### config.mk
export PLATFORM = sky130hd
export DESIGN_NAME = cie1931_color_matching_lerp_unit
export DESIGN_NICKNAME = d
export VERILOG_FILES = /design/src/rtl/cml_pkg.sv /design/src/rtl/cml_addr.sv /design/src/rtl/cml_lerp.sv /design/src/rtl/cie1931_color_matching_lerp_unit.sv
export SDC_FILE = /design/constraint.sdc
export NUM_CORES = 2
export LEC_CHECK = 0
export ABC_AREA = 0
export BUFFER_PORTS_ARGS = -buffer_cell sky130_fd_sc_hd__buf_4
export CELL_PAD_IN_SITES_DETAIL_PLACEMENT = 0
export CELL_PAD_IN_SITES_GLOBAL_PLACEMENT = 1
export CORE_MARGIN = 5
export CORE_UTILIZATION = 25
export CTS_BUF_LIST = sky130_fd_sc_hd__clkbuf_4
export DETAILED_ROUTE_END_ITERATION = 6
export GPL_ROUTABILITY_DRIVEN = 0
export PLACE_DENSITY = 0.58
export SLEW_MARGIN = 25
export SYNTH_ARGS = -nofsm -noshare
export SYNTH_HDL_FRONTEND = slang
export SYNTH_HIERARCHICAL = 1
export SYNTH_SLANG_ARGS = --single-unit
### constraint.sdc
create_clock -name aclk -period 17.1 [get_ports aclk]
set_clock_uncertainty 0.2 [all_clocks]
set_input_delay 4.275 -clock aclk [delete_from_list [all_inputs] [get_ports aclk]]
set_output_delay 4.275 -clock aclk [all_outputs]
set_load 0.005 [all_outputs]
### src/rtl/cml_pkg.sv
// shared constants, tables and stage types for the color matching unit
`default_nettype none
package cml_pkg;
    localparam int STORED_SAMPLES = 81;
    localparam int START_STEP = 76;
    localparam int STEP_UNITS = 80;
    localparam int WL_W = 14;
    localparam int IDX_W = 8;
    localparam int R_W = 7;
    localparam int OUT_W = 17;
    localparam int MICRO_W = 21;

    typedef logic [MICRO_W-1:0] micro_t;

    function automatic micro_t x_micro(input int i);
        micro_t t [0:STORED_SAMPLES-1];
        t = '{
            1368, 2236, 4243, 7650, 14310, 23190, 43510, 77630, 134380, 214770,
            283900, 328500, 348280, 348060, 336200, 318700, 290800, 251100, 195360,
            142100, 95640, 57950, 32010, 14700, 4900, 2400, 9300, 29100, 63270,
            109600, 165500, 225750, 290400, 359700, 433450, 512050, 594500, 678400,
            762100, 842500, 916300, 978600, 1026300, 1056700, 1062200, 1045600,
            1002600, 938400, 854450, 751400, 642400, 541900, 447900, 360800, 283500,
            218700, 164900, 121200, 87400, 63600, 46770, 32900, 22700, 15840, 11359,
            8111, 5790, 4109, 2899, 2049, 1440, 1000, 690, 476, 332, 235, 166, 117,
            83, 59, 42};
        return t[i];
    endfunction

    function automatic micro_t y_micro(input int i);
        micro_t t [0:STORED_SAMPLES-1];
        t = '{
            39, 64, 120, 217, 396, 640, 1210, 2180, 4000, 7300, 11600, 16840, 23000,
            29800, 38000, 48000, 60000, 73900, 90980, 112600, 139020, 169300, 208020,
            258600, 323000, 407300, 503000, 608200, 710000, 793200, 862000, 914850,
            954000, 980300, 994950, 1000000, 995000, 978600, 952000, 915400, 870000,
            816300, 757000, 694900, 631000, 566800, 503000, 441200, 381000, 321000,
            265000, 217000, 175000, 138200, 107000, 81600, 61000, 44580, 32000, 23200,
            17000, 11920, 8210, 5723, 4102, 2929, 2091, 1484, 1047, 740, 520, 361,
            249, 172, 120, 85, 60, 42, 30, 21, 15};
        return t[i];
    endfunction

    function automatic micro_t z_micro(input int i);
        micro_t t [0:STORED_SAMPLES-1];
        t = '{
            6450, 10550, 20050, 36210, 67850, 110200, 207400, 371300, 645600,
            1039050, 1385600, 1622960, 1747060, 1782600, 1772110, 1744100, 1669200,
            1528100, 1287640, 1041900, 812950, 616200, 465180, 353300, 272000,
            212300, 158200, 111700, 78250, 57250, 42160, 29840, 20300, 13400, 8750,
            5750, 3900, 2750, 2100, 1800, 1650, 1400, 1100, 1000, 800, 600, 340, 240,
            190, 100, 50, 30, 20, 10, 0, 0, 0, 0, 0, 0, 0, 0, 0, 0, 0, 0, 0, 0, 0, 0,
            0, 0, 0, 0, 0, 0, 0, 0, 0, 0, 0};
        return t[i];
    endfunction

    // index and remainder of a wavelength, by 1/80 = 1/16 * 1/5
    typedef struct packed {
        logic               in_range;
        logic               below;   // index -1: a is zero
        logic [IDX_W-1:0]   idx;     // index of a (or of b when below)
        logic [R_W-1:0]     rem;
    } cml_addr_t;
endpackage
`default_nettype wire

### src/rtl/cml_addr.sv
// stage 1: split the wavelength into table index and remainder
`default_nettype none
module cml_addr #(
    parameter int TABLE_ENTRIES = 81
) (
    input  wire logic                 aclk,
    input  wire logic                 en,
    input  wire logic [cml_pkg::WL_W-1:0] wl,
    output cml_pkg::cml_addr_t        addr_reg
);
    import cml_pkg::*;
    logic [WL_W-5:0] q16;
    logic [3:0]      r16;
    logic [WL_W-5:0] q80;
    logic [R_W-1:0]  rem;
    logic [WL_W-4:0] step;   // one sign-free offset: step = q80 - START_STEP + 1
    cml_addr_t       addr_next;

    always_comb begin
        q16 = wl[WL_W-1:4];
        r16 = wl[3:0];
        // q16 < 1024: q16/5 by reciprocal 205/1024 is exact in this range
        q80 = (WL_W-4)'(({8'd0, q16} * 18'd205) >> 10);
        rem = R_W'({q16 - WL_W'(q80 * 3'd5), 4'b0000}) + R_W'(r16);
        step = {1'b0, q80} + 11'd1 - 11'(START_STEP);
        addr_next.rem = rem;
        addr_next.below = (step == '0);
        addr_next.in_range = ({1'b0, q80} + 11'd1 >= 11'(START_STEP))
            && (32'(step) <= TABLE_ENTRIES);
        addr_next.idx = addr_next.below ? '0 : IDX_W'(step - 11'd1);
    end

    always_ff @(posedge aclk) begin
        if (en) begin
            addr_reg <= addr_next;
        end
    end
endmodule
`default_nettype wire

### src/rtl/cml_lerp.sv
// one channel: table lookup, weight multiply and divide by the step
`default_nettype none
module cml_lerp #(
    parameter int TABLE_ENTRIES = 81,
    parameter int OUTPUT_FRAC_BITS = 16,
    parameter int CHAN = 0
) (
    input  wire logic                    aclk,
    input  wire logic                    en2,
    input  wire logic                    en3,
    input  wire logic                    en4,
    input  wire cml_pkg::cml_addr_t      addr,
    output logic [cml_pkg::OUT_W-1:0]    value_reg
);
    import cml_pkg::*;
    localparam int EW = OUTPUT_FRAC_BITS + 2;     // entry width
    localparam int SW = EW + R_W;                 // weighted sum width
    localparam int XW = SW - 4;                   // sum with the /16 part dropped
    // ceil(2^SW / 5): x * RECIP >> SW is floor(x/5) for every x below 2^XW
    localparam logic [SW-1:0] RECIP = SW'(((64'd1 << SW) + 64'd4) / 64'd5);

    function automatic logic [EW-1:0] entry(input int i);
        logic [63:0] v;
        micro_t m;
        if (i < 0 || i >= TABLE_ENTRIES || i >= STORED_SAMPLES) begin
            return '0;
        end
        m = (CHAN == 0) ? x_micro(i) : (CHAN == 1) ? y_micro(i) : z_micro(i);
        v = ((64'(m) << OUTPUT_FRAC_BITS) + 64'd500000) / 64'd1000000;
        return EW'(v);
    endfunction

    logic [EW-1:0]  a_reg, a_next, b_reg, b_next;
    logic [R_W-1:0] r_reg;
    logic [SW-1:0]  sum_reg, sum_next;
    logic [XW+SW-1:0] prod;
    logic [SW-1:0]  q;

    always_comb begin
        a_next = '0;
        b_next = '0;
        for (int i = 0; i < TABLE_ENTRIES; i++) begin
            if (addr.in_range && 32'(addr.idx) == i) begin
                a_next = addr.below ? '0 : entry(i);
                b_next = addr.below ? entry(i) : entry(i + 1);
            end
        end
        sum_next = SW'(a_reg) * SW'(7'd80 - r_reg) + SW'(b_reg) * SW'(r_reg);
        // floor(s/80) = floor((s >> 4) / 5), by reciprocal
        prod = (XW+SW)'(sum_reg[SW-1:4]) * (XW+SW)'(RECIP);
        q = SW'(prod >> SW);
    end

    always_ff @(posedge aclk) begin
        if (en2) begin
            a_reg <= a_next;
            b_reg <= b_next;
            r_reg <= addr.rem;
        end
        if (en3) begin
            sum_reg <= sum_next;
        end
        if (en4) begin
            value_reg <= (q > SW'({OUT_W{1'b1}})) ? '1 : OUT_W'(q);
        end
    end
endmodule
`default_nettype wire

### src/rtl/cie1931_color_matching_lerp_unit.sv
// channel     | signals                                   | handshake
// s (input)   | s_wavelength[13:0]                        | s_valid / s_ready
// m (result)  | m_tristimulus_x/y/z[16:0]                 | m_valid / m_ready
// four register stages: index split, table read, weighted sum, divide by 80
// one item per cycle unless m stalls; a transfer passes the index, table, sum and divide registers to m_valid
// aresetn clears only the stage valid bits
// a stage advances when it is empty or the one after it advances, so a stall on m
// holds a stage only when all stages after it are full, and s_ready drops only when full
`default_nettype none
module cie1931_color_matching_lerp_unit #(
    parameter int TABLE_ENTRIES = 81,
    parameter int OUTPUT_FRAC_BITS = 16
) (
    input  wire logic         aclk,
    input  wire logic         aresetn,
    input  wire logic         s_valid,
    output logic              s_ready,
    input  wire logic [13:0]  s_wavelength,
    output logic              m_valid,
    input  wire logic         m_ready,
    output logic [16:0]       m_tristimulus_x,
    output logic [16:0]       m_tristimulus_y,
    output logic [16:0]       m_tristimulus_z
);
    import cml_pkg::*;
    logic [3:0] vld_reg, vld_next;
    logic [3:0] en;
    cml_addr_t  addr;

    always_comb begin
        en[3] = !vld_reg[3] || m_ready;
        en[2] = !vld_reg[2] || en[3];
        en[1] = !vld_reg[1] || en[2];
        en[0] = !vld_reg[0] || en[1];
        vld_next[0] = en[0] ? s_valid : vld_reg[0];
        vld_next[1] = en[1] ? vld_reg[0] : vld_reg[1];
        vld_next[2] = en[2] ? vld_reg[1] : vld_reg[2];
        vld_next[3] = en[3] ? vld_reg[2] : vld_reg[3];
    end
    assign s_ready = en[0];
    assign m_valid = vld_reg[3];

    always_ff @(posedge aclk) begin
        if (!aresetn) begin
            vld_reg <= '0;
        end else begin
            vld_reg <= vld_next;
        end
    end

    cml_addr #(.TABLE_ENTRIES(TABLE_ENTRIES)) u_addr (
        .aclk(aclk), .en(en[0] && s_valid), .wl(s_wavelength), .addr_reg(addr)
    );
    cml_lerp #(.TABLE_ENTRIES(TABLE_ENTRIES), .OUTPUT_FRAC_BITS(OUTPUT_FRAC_BITS),
        .CHAN(0)) u_x (.aclk(aclk), .en2(en[1]), .en3(en[2]), .en4(en[3]),
        .addr(addr), .value_reg(m_tristimulus_x));
    cml_lerp #(.TABLE_ENTRIES(TABLE_ENTRIES), .OUTPUT_FRAC_BITS(OUTPUT_FRAC_BITS),
        .CHAN(1)) u_y (.aclk(aclk), .en2(en[1]), .en3(en[2]), .en4(en[3]),
        .addr(addr), .value_reg(m_tristimulus_y));
    cml_lerp #(.TABLE_ENTRIES(TABLE_ENTRIES), .OUTPUT_FRAC_BITS(OUTPUT_FRAC_BITS),
        .CHAN(2)) u_z (.aclk(aclk), .en2(en[1]), .en3(en[2]), .en4(en[3]),
        .addr(addr), .value_reg(m_tristimulus_z));
endmodule
`default_nettype wire

==> results_dict.tcl <==
set metrics [dict create \
    outcome "complete, but fails checks" \
    failed_checks "design-rule violations" \
    rsz0062_at_grt "false" \
    dieHeight_um 548 \
    root_buffer "clkbuf_4" \
    dpl_cell_area_mm2 0.0771 \
    io-pin-count 71 \
    cp.required_ns 17.65 \
    netlist_area_mm2 0.0724 \
    grt_max_degree 151 \
    drtIter0Drc 7421 \
    cp-start-kind "input port" \
    period_needed_ns 9.69 \
    synth-async-reset-ratio 0 \
    grt_pass1_wl_um 425000 \
    timing.final.ws_setup_ns 7.41 \
    layout-drive-gt1-share 0.0610 \
    synth_edf_count 254 \
    cts_resized 0 \
    final_net_count 10400 \
    fmax_ghz 0.103 \
    drc 33 \
    dp_hpwl_um 214000 \
    ant_nets 0 \
    path_depth 21 \
    rows 197 \
    antenna_found_initial 7 \
    slew_headroom 0.170 \
    multi_input_area_mm2 0.0576 \
    end_kind "register" \
    overflow 0 \
    drv_slew 0 \
    cts_hold_buf 0 \
    wl_met1_um 120000 \
    yosysUniqueCellTypes 137 \
    wl_um 277000 \
    wl_per_cell_um 22.4 \
    setup_viol_count_final 0 \
    die_w_um 548 \
    clockBufferDepth 3 \
    synth_nets 10600 \
    arrival_ns 10.24 \
    fillers 31300 \
    worst_path_max_delay_cell "or4_1" \
    tritoncts.num_buffers 75 \
    io_buffers 70 \
    hold_viol 0 \
    holdPathStages 1 \
    htree_levels 3 \
    synth_common_cells "inv_1, fa_1, nand2_1, ha_1, nor2_1" \
    clk_latency_ns 1.00 \
    crit_chain "buf_4 > ha_1 > inv_1 > fa_1 > inv_1 > fa_1 > fa_1 > ha_1 > and3_1 > a2111oi_0 > a221oi_1 > and2_1 > ha_1 > or4_1 > nand2_1 > inv_1 > ha_1 > nor4_1 > and2_1 > xor2_1 > nor2_1" \
    start_util 0.251 \
    synth_ff_type "edfxtp_1" \
    cp_num_buf_inv 4 \
    pre_cts_ws_ns 6.48 \
    yosys-top-cells-area "fa_1, ha_1, edfxtp_1, inv_1, nand2_1" \
    clk_transition_reported_paths_ns 0.06 \
    cts_tree "yes" \
    crit_family "adder cells" \
    final_cell_area_mm2 0.0781 \
    crit_type "input port to register" \
    grt_pass1_vias 68200 \
    syn_area_per_cell_um2 8.34 \
    core_area_mm2 0.288 \
    critical_path.max_stage_delay_ns 0.58 \
    worst_pin_slew_ns 1.24 \
    ys_seq_elements 258 \
    met3_length_um 26200 \
    track_usage 0.179 \
    via_count 65900 \
    drt_pass1_iterations 7 \
    cts_setup_buffers 0 \
    yosysMostFrequentCell "inv_1" \
    synth_top_area_cell "fa_1" \
    die-area_mm2 0.301 \
    cts_sinks 258 \
    max_cap_viol_count 0 \
    synthToLayoutAreaGrowth_pct 7.85 \
    dr_wl_met2_um 116000 \
    netlist_instances 8684 \
    viasPerCell 5.32 \
    cp_max_fo 7 \
    top_layer "met5" \
    regArea_mm2 0.00771 \
    timing.final.crit_share 0.567 \
    seq_area_frac_synth 0.106 \
    netlist.area_leader.share 0.288 \
    synth_warnings 6 \
    cp_common_cell "ha_1" \
    ff2ff_path_depth 23 \
    hp-class "register to register" \
    setup_tns_ns 0 \
]
-- routing by layer --
layer	up-vias	GRT usage
met2	3684	0.268
met5	-	0.00158
met3	1054	0.0450
met1	32200	0.243
met4	8	0.0816
li1	28900	-
-- cell usage in the layout (no fill, tap or decap), drive strengths merged, types with 37 or more instances in the layout --
cell / count
inv: 1419
fa: 1043
nand2: 1007
ha: 815
nor2: 564
a21oi: 547
o21ai: 502
and2: 289
edfxtp: 254
buf: 223
nand3: 148
nor3: 134
a31oi: 114
xnor2: 113
clkbuf: 96
o22ai: 95
o211ai: 80
a21o: 77
a211oi: 60
xor2: 56
or2: 52
nor2b: 51
nand2b: 50
nand4: 42
and3: 41
o21a: 39
nor4: 39
a22oi: 38
o2111ai: 37
a221oi: 37
-- cell type report --
class,count,share of cell area
flip-flops and latches,258,0.0986
multi-input cells,6558,0.738
diodes,15,0.000480
inverters,1423,0.0685
clock inverters,35,0.00295
clock buffers,96,0.00922
repair buffers,223,0.0221
well taps,3781,0.0605
-- cell families (layout without fill, tap and decap cells) --
group | Yosys count | count (layout) | share of synthesized area
XOR/XNOR | 169 | 169 | 0.0206
AO/OA/AOI/OAI | 1967 | 1967 | 0.174
flip-flops | 258 | 258 | 0.106
other | 0 | 15 | 0
adder cells (fa/ha/maj) | 1858 | 1858 | 0.429
AND/OR/NAND/NOR | 2557 | 2557 | 0.169
buffers and inverters | 1868 | 1777 | 0.0999
multiplexers | 7 | 7 | 0.00100
-- per-stage QoR --
stage / cells / util / hold slack [ns]
finish: 12400 / 0.271 / 0.270
global placement: 12200 / 0.267 / 0.244
floorplan: 8684 / - / 0.233
detailed placement: 12200 / 0.267 / 0.263
global route: 12400 / 0.271 / 0.311
CTS: 12400 / 0.271 / 0.276
-- path summary, 6_finish.rpt --
kind	endpoint	startpoint	slack, ns
worst min register to register	vld_reg[2]	vld_reg[1]	0.27
worst max-delay path	u_addr/addr_reg[12]	s_wavelength[6]	7.41
worst max register to register	u_z/sum_reg[23]	u_z/r_reg[1]	9.06
worst min-delay path	vld_reg[2]	vld_reg[1]	0.27
Power is left out: the tool's default activity adds up to more than one toggle a clock period on the data nets, which glitch-free logic cannot reach.
